File: src/hdl/dnt_pkg.sv
// Shared types and constants of the dense neuron with rational tanh.
package dnt_pkg;

    // Q8.8 data format of every field
    localparam int DATA_W    = 16;
    localparam int FRAC_BITS = 8;

    // Stream widths: activation, weight and bias in the slave tdata
    localparam int S_TDATA_W = 3 * DATA_W;
    localparam int M_TDATA_W = DATA_W;

    // Queue of saturated sums between the front and the back part
    localparam int QUEUE_DEPTH = 4;
    localparam int QPTR_W      = $clog2(QUEUE_DEPTH);
    localparam int QCNT_W      = $clog2(QUEUE_DEPTH + 1);
    localparam int PEND_W      = QCNT_W + 1;

    // Rational tanh datapath: s(27+s^2)/(27+9s^2), s in Q8.8
    localparam int SQ_W    = 2 * DATA_W - 1;          // |s|^2 <= 2^30
    localparam int KSUM_W  = SQ_W;                    // 27*2^16 + s^2 < 2^31
    localparam int NUM_W   = DATA_W + KSUM_W;         // |s| * (k + s^2)
    localparam int DEN_W   = SQ_W + 3;                // k + 9 s^2 < 2^34
    localparam int QUO_W   = DATA_W;                  // quotient never exceeds |s|
    localparam int DIV_W   = DEN_W + QUO_W - 1;       // divisor shifted to the top
    localparam int STEP_W  = $clog2(QUO_W);
    localparam int K_INT   = 27 * (1 << (2 * FRAC_BITS));

    typedef logic signed [DATA_W-1:0] data_t;

    localparam data_t DATA_MAX = {1'b0, {(DATA_W-1){1'b1}}};
    localparam data_t DATA_MIN = {1'b1, {(DATA_W-1){1'b0}}};

    // One saturated sum handed from the front to the queue
    typedef struct packed {
        logic  valid;
        data_t data;
    } push_t;

    // Queue fill state seen by both neighbors
    typedef struct packed {
        logic              empty;
        logic [QCNT_W-1:0] count;
    } q_status_t;

endpackage

File: src/hdl/dnt_front.sv
// Front part: multiply-accumulate, bias add and saturation to Q8.8.
module dnt_front
    import dnt_pkg::*;
#(
    parameter int MAX_TERMS = 512
) (
    input  logic      aclk,
    input  logic      aresetn,
    input  logic      in_valid,
    output logic      in_ready,
    input  data_t     activation,
    input  data_t     weight,
    input  data_t     bias,
    input  logic      last,
    input  q_status_t q_status,
    output push_t     push
);

    localparam int ACC_W = 2 * DATA_W + $clog2(MAX_TERMS);
    localparam int SUM_W = ACC_W + 1;
    localparam int SH_W  = SUM_W - FRAC_BITS;

    logic                           accept;
    logic                           p1_valid_reg;
    logic                           p1_last_reg;
    logic signed [2*DATA_W-1:0]     p1_prod_reg;
    data_t                          p1_bias_reg;
    logic        [ACC_W-1:0]        acc_reg;
    logic        [ACC_W-1:0]        acc_next;
    logic                           t_valid_reg;
    logic signed [ACC_W-1:0]        t_total_reg;
    data_t                          t_bias_reg;
    logic        [PEND_W-1:0]       pending;
    logic signed [SUM_W-1:0]        sum;
    logic        [SH_W-1:0]         shifted;
    logic        [SH_W-DATA_W:0]    top;
    data_t                          sat;

    // Hold off new transfers once every queue slot is spoken for
    assign pending = PEND_W'(q_status.count) + PEND_W'(p1_valid_reg & p1_last_reg)
                   + PEND_W'(t_valid_reg);
    assign in_ready = pending < PEND_W'(QUEUE_DEPTH);
    assign accept   = in_valid & in_ready;

    // Accumulate modulo 2^ACC_W
    assign acc_next = acc_reg + ACC_W'(p1_prod_reg);

    // Register the product of each transfer
    always_ff @(posedge aclk) begin
        if (!aresetn) begin
            p1_valid_reg <= 1'b0;
        end else begin
            p1_valid_reg <= accept;
        end
        if (accept) begin
            p1_prod_reg <= activation * weight;
            p1_bias_reg <= bias;
            p1_last_reg <= last;
        end
    end

    // Advance the accumulator; capture and clear it on the last term
    always_ff @(posedge aclk) begin
        if (!aresetn) begin
            acc_reg     <= '0;
            t_valid_reg <= 1'b0;
        end else begin
            t_valid_reg <= p1_valid_reg & p1_last_reg;
            if (p1_valid_reg) begin
                acc_reg <= p1_last_reg ? '0 : acc_next;
            end
        end
        if (p1_valid_reg && p1_last_reg) begin
            t_total_reg <= $signed(acc_next);
            t_bias_reg  <= p1_bias_reg;
        end
    end

    // Add bias, drop fraction bits toward minus infinity, saturate
    assign sum     = SUM_W'(t_total_reg) + SUM_W'($signed({t_bias_reg, {FRAC_BITS{1'b0}}}));
    assign shifted = sum[SUM_W-1:FRAC_BITS];
    assign top     = shifted[SH_W-1:DATA_W-1];

    always_comb begin
        if ((&top) || !(|top)) begin
            sat = $signed(shifted[DATA_W-1:0]);
        end else if (shifted[SH_W-1]) begin
            sat = DATA_MIN;
        end else begin
            sat = DATA_MAX;
        end
    end

    assign push.valid = t_valid_reg;
    assign push.data  = sat;

endmodule

File: src/hdl/dnt_queue.sv
// Short queue of saturated sums between the front and the back part.
module dnt_queue
    import dnt_pkg::*;
(
    input  logic      aclk,
    input  logic      aresetn,
    input  push_t     push,
    input  logic      pop,
    output data_t     rd_data,
    output q_status_t q_status
);

    data_t             entry_reg [QUEUE_DEPTH];
    logic [QPTR_W-1:0] wr_ptr_reg;
    logic [QPTR_W-1:0] rd_ptr_reg;
    logic [QCNT_W-1:0] count_reg;
    logic              do_pop;

    assign do_pop = pop && (count_reg != '0);

    // Pointers wrap on their own: the depth is a power of two
    always_ff @(posedge aclk) begin
        if (!aresetn) begin
            wr_ptr_reg <= '0;
            rd_ptr_reg <= '0;
            count_reg  <= '0;
        end else begin
            if (push.valid) begin
                wr_ptr_reg <= wr_ptr_reg + 1'b1;
            end
            if (do_pop) begin
                rd_ptr_reg <= rd_ptr_reg + 1'b1;
            end
            case ({push.valid, do_pop})
                2'b10:   count_reg <= count_reg + 1'b1;
                2'b01:   count_reg <= count_reg - 1'b1;
                default: count_reg <= count_reg;
            endcase
        end
    end

    // Store the pushed sum
    always_ff @(posedge aclk) begin
        if (push.valid) begin
            entry_reg[wr_ptr_reg] <= push.data;
        end
    end

    assign rd_data        = entry_reg[rd_ptr_reg];
    assign q_status.empty = (count_reg == '0);
    assign q_status.count = count_reg;

endmodule

File: src/hdl/dnt_back.sv
// Back part: rational tanh with a shift-subtract divider and output register.
module dnt_back
    import dnt_pkg::*;
(
    input  logic                 aclk,
    input  logic                 aresetn,
    input  q_status_t            q_status,
    input  data_t                q_data,
    output logic                 pop,
    output logic                 m_tvalid,
    input  logic                 m_tready,
    output logic [M_TDATA_W-1:0] m_tdata
);

    typedef enum logic [5:0] {
        ST_IDLE   = 6'b000001,
        ST_SQUARE = 6'b000010,
        ST_SUMS   = 6'b000100,
        ST_PRODS  = 6'b001000,
        ST_DIVIDE = 6'b010000,
        ST_DONE   = 6'b100000
    } state_t;

    state_t              state_reg;
    logic                neg_reg;
    logic [DATA_W-1:0]   mag_reg;
    logic [SQ_W-1:0]     sq_reg;
    logic [KSUM_W-1:0]   ksum_reg;
    logic [DEN_W-1:0]    nine_reg;
    logic [DIV_W-1:0]    rem_reg;
    logic [DIV_W-1:0]    dvs_reg;
    logic [QUO_W-1:0]    quo_reg;
    logic [STEP_W-1:0]   step_reg;
    logic                out_valid_reg;
    logic [DATA_W-1:0]   out_data_reg;
    logic [DATA_W-1:0]   q_bits;
    logic [NUM_W-1:0]    num;
    logic [DEN_W-1:0]    den;
    logic                ge;
    logic                out_free;

    assign q_bits   = q_data;
    assign num      = NUM_W'(mag_reg) * NUM_W'(ksum_reg);
    assign den      = nine_reg + DEN_W'(K_INT);
    assign ge       = rem_reg >= dvs_reg;
    assign out_free = !out_valid_reg || m_tready;
    assign pop      = (state_reg == ST_IDLE) && !q_status.empty;

    // Sequence one sum through square, sums, products and division
    always_ff @(posedge aclk) begin
        if (!aresetn) begin
            state_reg <= ST_IDLE;
        end else begin
            case (state_reg)
                ST_IDLE: begin
                    if (!q_status.empty) begin
                        state_reg <= ST_SQUARE;
                    end
                end
                ST_SQUARE: state_reg <= ST_SUMS;
                ST_SUMS:   state_reg <= ST_PRODS;
                ST_PRODS:  state_reg <= ST_DIVIDE;
                ST_DIVIDE: begin
                    if (step_reg == '0) begin
                        state_reg <= ST_DONE;
                    end
                end
                ST_DONE: begin
                    if (out_free) begin
                        state_reg <= ST_IDLE;
                    end
                end
                default: state_reg <= ST_IDLE;
            endcase
        end
    end

    // Raise the result when the quotient is ready, drop it after its transfer
    always_ff @(posedge aclk) begin
        if (!aresetn) begin
            out_valid_reg <= 1'b0;
        end else if ((state_reg == ST_DONE) && out_free) begin
            out_valid_reg <= 1'b1;
        end else if (m_tready) begin
            out_valid_reg <= 1'b0;
        end
    end

    // Datapath registers
    always_ff @(posedge aclk) begin
        case (state_reg)
            ST_IDLE: begin
                neg_reg <= q_bits[DATA_W-1];
                mag_reg <= q_bits[DATA_W-1] ? (~q_bits + 1'b1) : q_bits;
            end
            ST_SQUARE: begin
                sq_reg <= SQ_W'(mag_reg) * SQ_W'(mag_reg);
            end
            ST_SUMS: begin
                ksum_reg <= KSUM_W'(K_INT) + sq_reg;
                nine_reg <= (DEN_W'(sq_reg) << 3) + DEN_W'(sq_reg);
            end
            ST_PRODS: begin
                rem_reg  <= DIV_W'(num);
                dvs_reg  <= DIV_W'(den) << (QUO_W - 1);
                quo_reg  <= '0;
                step_reg <= STEP_W'(QUO_W - 1);
            end
            ST_DIVIDE: begin
                if (ge) begin
                    rem_reg <= rem_reg - dvs_reg;
                end
                quo_reg  <= {quo_reg[QUO_W-2:0], ge};
                dvs_reg  <= dvs_reg >> 1;
                step_reg <= step_reg - 1'b1;
            end
            ST_DONE: begin
                if (out_free) begin
                    out_data_reg <= neg_reg ? (~quo_reg + 1'b1) : quo_reg;
                end
            end
            default: begin
                quo_reg <= quo_reg;
            end
        endcase
    end

    assign m_tvalid = out_valid_reg;
    assign m_tdata  = out_data_reg;

endmodule

File: src/hdl/dense_neuron_tanh_approx_unit.sv
// Top level of the dense neuron with rational tanh.
//
// Each slave transfer carries one term of the dot product: the product is
// registered, then added to the accumulator; while s_tready is high, a new term
// is taken even as the previous one is still being added. On the transfer with
// tlast the biased, saturated sum s enters a four-entry queue, and the back part
// computes s(27+s^2)/(27+9s^2) in Q8.8. The back part takes each sum through
// square, sums, products and a shift-subtract divider to its output register,
// and pops the next sum only after the result has gone to that register.
// s_tready drops while four sums are queued or still in the front pipeline.
module dense_neuron_tanh_approx_unit
    import dnt_pkg::*;
#(
    parameter int MAX_TERMS = 512
) (
    input  logic                 aclk,
    input  logic                 aresetn,
    input  logic                 s_tvalid,
    output logic                 s_tready,
    input  logic [S_TDATA_W-1:0] s_tdata,   // activation, weight, bias
    input  logic                 s_tlast,
    output logic                 m_tvalid,
    input  logic                 m_tready,
    output logic [M_TDATA_W-1:0] m_tdata    // tanh_value
);

    push_t     push;
    logic      pop;
    data_t     q_data;
    q_status_t q_status;

    dnt_front #(
        .MAX_TERMS (MAX_TERMS)
    ) u_front (
        .aclk       (aclk),
        .aresetn    (aresetn),
        .in_valid   (s_tvalid),
        .in_ready   (s_tready),
        .activation ($signed(s_tdata[DATA_W-1:0])),
        .weight     ($signed(s_tdata[2*DATA_W-1:DATA_W])),
        .bias       ($signed(s_tdata[3*DATA_W-1:2*DATA_W])),
        .last       (s_tlast),
        .q_status   (q_status),
        .push       (push)
    );

    dnt_queue u_queue (
        .aclk     (aclk),
        .aresetn  (aresetn),
        .push     (push),
        .pop      (pop),
        .rd_data  (q_data),
        .q_status (q_status)
    );

    dnt_back u_back (
        .aclk     (aclk),
        .aresetn  (aresetn),
        .q_status (q_status),
        .q_data   (q_data),
        .pop      (pop),
        .m_tvalid (m_tvalid),
        .m_tready (m_tready),
        .m_tdata  (m_tdata)
    );

endmodule

File: config.mk
export PLATFORM = sky130hd
export DESIGN_NAME = dense_neuron_tanh_approx_unit
export DESIGN_NICKNAME = d
export VERILOG_FILES = /design/src/hdl/dnt_pkg.sv /design/src/hdl/dnt_front.sv /design/src/hdl/dnt_queue.sv /design/src/hdl/dnt_back.sv /design/src/hdl/dense_neuron_tanh_approx_unit.sv
export SDC_FILE = /design/constraint.sdc
export NUM_CORES = 2
export LEC_CHECK = 0
export BUFFER_PORTS_ARGS = -buffer_cell sky130_fd_sc_hd__buf_2
export CELL_PAD_IN_SITES_DETAIL_PLACEMENT = 1
export CELL_PAD_IN_SITES_GLOBAL_PLACEMENT = 2
export CORE_MARGIN = 2
export CORE_UTILIZATION = 47
export CTS_CLUSTER_DIAMETER = 200
export DETAILED_ROUTE_END_ITERATION = 16
export PLACE_DENSITY_LB_ADDON = 0.1
export SLEW_MARGIN = 15
export SYNTH_ARGS = -nofsm -noshare
export SYNTH_HDL_FRONTEND = slang
export SYNTH_SLANG_ARGS = --single-unit
File: constraint.sdc
create_clock -name aclk -period 23.5 [get_ports aclk]
set_clock_uncertainty 0.05 [all_clocks]
set_input_delay 4.7 -clock aclk [delete_from_list [all_inputs] [get_ports aclk]]
set_output_delay 4.7 -clock aclk [all_outputs]
set_load 0.02 [all_outputs]
==> flow_summary.toml <==
[timing]
rsz0062_at_grt = "false"
period_needed_ns = 11.04
whs_ns = 0.3704
hold_viol = 0
max_slew.worst_pin.slew_ns = 1.120
maxSlewViolCount = 0
setup_viol = 0
relSlewSlack_pct = 25.08
tns_ns = 0
fin_crit_sh_pct = 46.97
maxClockFrequency_mhz = 90.59

[global_routing]
grt_pass1_wl_um = 251200
grt_pass1_vias = 45210
antenna_found_initial = 5
grt-ovfl-total = 0
track_usage_pct = 25.74
grt_max_degree = 78

[logic_synthesis]
ys_seq_area_share_pct = 23.26
async_reset_ff_share_pct = 0
synth_seq_cells = 463
synth.distinct_cells = 87
yosysTopAreaCell = "fa_1"
synth-main-ff-cell = "edfxtp_1"
ys.warnings.count = 0
synthCells = 5881
synthTopCellsByArea = "fa_1 29%, edfxtp_1 21%, ha_1 10%"
avgSynthCellArea_um2 = 9.731
syn_area_mm2 = 0.05723
synth_top_area_share_pct = 28.89
synth-edff-count = 404

[setup_path]
r2r_slack_ns = 14.52
worstPathArrival_ns = 11.38
crit_path_start = "s_tdata[10]"
r2r_cells = 23
worstSetupStartpointType = "primary input"
crit_path_end_kind = "flop"
crit_fanout = 16
r2r-end = "u_back.rem_reg[46]"
setup.worst_path.class = "primary input to flop"
r2r_start = "u_back.mag_reg[7]"
worstPathRequired_ns = 23.84

[cells_and_area]
syn_to_final_growth_pct = 6.434
largest_reg_flops = 64
stdcell_count = 7517
final_common_cell = "inv_1"
final_cell_mix = "1,129 x inv_1, 826 x fa_1, 651 x nand2_1"
nFillCells = 13700
drive_gt1_share_pct = 4.498
nets = 7185

[routing]
wl_met2_um = 83170
post-route-drc-count = 0
dr.pass1.iters = 5
wl_um = 156700
vias_per_cell = 5.390
num_vias = 40520
top_layer = "met5"
wire_per_inst_um = 20.84
drtIter0Drc = 1752
wirelength_met1_um = 64060
met3_length_um = 4161
final_antenna_net_count = 0

[floorplan]
die_height_um = 352.9
core-area_mm2 = 0.1212
start_util_pct = 47.20
die-width_um = 352.9
die_area_mm2 = 0.1246
io_pins = 71
fp-row-count = 128

[placement]
hpwl_um = 122100
numPortBuffers = 70
dpl.cell_count = 7417
gp_congestion = 0.8332

[clock_tree]
postCtsSetupBuffers = 0
cts_resized = 0
cts_buffers = 53
clockRootBuffer = "clkbuf_16"
htree_levels = 2
postCtsHoldBufs = 0
cts_buffer_depth = 3
cts_tree = "done"
clk_latency_ns = 0.66
cts.sinks = 463
path_clk_slew_ns = 0.06

[worst_hold_path]
whs_path_depth = 0
holdCritPathClass = "flop to flop"
hold_path_end = "u_front.t_bias_reg[10]"
holdCritStartpoint = "u_front.p1_bias_reg[10]"

[job]
maxCapViolCount = 0

[run_status]
status = "finished clean"
## synthesized netlist by cell type, drive strengths merged (11+ instances only)
cell type,n
o21ai,174
xnor2,185
nand3b,12
buf,12
nand4,21
and3,35
ha,459
a211oi,28
nand2,652
a311oi,11
o21bai,33
a21boi,13
o211ai,19
a21oi,259
xor2,100
nand2b,52
fa,826
o22ai,13
o31ai,19
nor2,201
o21a,36
mux2i,11
and2,407
nor3,37
or3,23
a21o,136
clkbuf,190
inv,1129
nand3,64
nor2b,82
a31oi,26
dfxtp,59
a31o,12
edfxtp,404
mux4,15
## critical path: stages
cell and delay [ns]:
buf_2 0.31, nand2_1 0.16, fa_1 0.55, inv_1 0.05
fa_1 0.53, inv_1 0.05, fa_1 0.49, fa_1 0.55
inv_1 0.05, fa_1 0.47, inv_1 0.05, fa_1 0.48
inv_1 0.05, ha_1 0.32, a21o_1 0.20, a21o_1 0.22
a21oi_1 0.11, o21ai_0 0.16, a31oi_1 0.34, o21ai_0 0.22
o31a_1 0.36, a2111oi_0 0.52, o21bai_1 0.14, a21oi_1 0.20
xnor2_1 0.08
## per-stage QoR
stage | worst slack, ns | cell area (µm²) | utilization (%)
floorplan | 12.45 | 57250 | -
global placement | 11.88 | 59150 | 48.79
detailed placement | 11.79 | 59150 | 48.79
CTS | 12.47 | 60910 | 50.24
global route | 12.06 | 60910 | 50.24
finish | 12.46 | 60910 | 50.24
## how the worst max path moves through the flow
stage	depth (start not counted)	slack, ns	end
after global routing	25	12.06	u_front.p1_prod_reg[30]
after detailed placement	25	11.79	u_front.p1_prod_reg[30]
after global placement	25	11.88	u_front.p1_prod_reg[30]
after floorplan	25	12.45	u_front.p1_prod_reg[30]
final	25	12.46	u_front.p1_prod_reg[30]
after CTS	25	12.47	u_front.p1_prod_reg[30]
## routing by layer
| layer | up-vias | global-route usage (%) |
|---|---|---|
| met5 | - | 0 |
| met4 | 4 | 8.214 |
| met3 | 252 | 1.969 |
| met2 | 583 | 47.67 |
| met1 | 20980 | 31.69 |
| li1 | 18700 | - |
## logic make-up after synthesis
logic type	after synthesis	synth area share [%]
flip-flops	463	23.26
multiplexers	29	0.8417
AO/OA/AOI/OAI	852	9.712
other	2	0.01312
adder cells (fa/ha/maj)	1285	38.93
buffers and inverters	1332	8.817
XOR/XNOR	285	4.362
AND/OR/NAND/NOR	1633	14.06
## final cells by class
| class | count | area, µm² | share of cell area, % |
|---|---|---|---|
| antenna | 1 | 2.502 | 0.004108 |
| clock buffer | 63 | 1404 | 2.305 |
| clock inverter | 36 | 359.1 | 0.5895 |
| inverter | 1130 | 4242 | 6.964 |
| multi-input combinational | 4092 | 38930 | 63.91 |
| sequential | 463 | 13310 | 21.86 |
| tap | 1625 | 2033 | 3.338 |
| timing repair buffer | 107 | 628.1 | 1.031 |
Power is not shown: default switching activity piles up to over one toggle a cycle in this logic, so the estimate is an artifact.
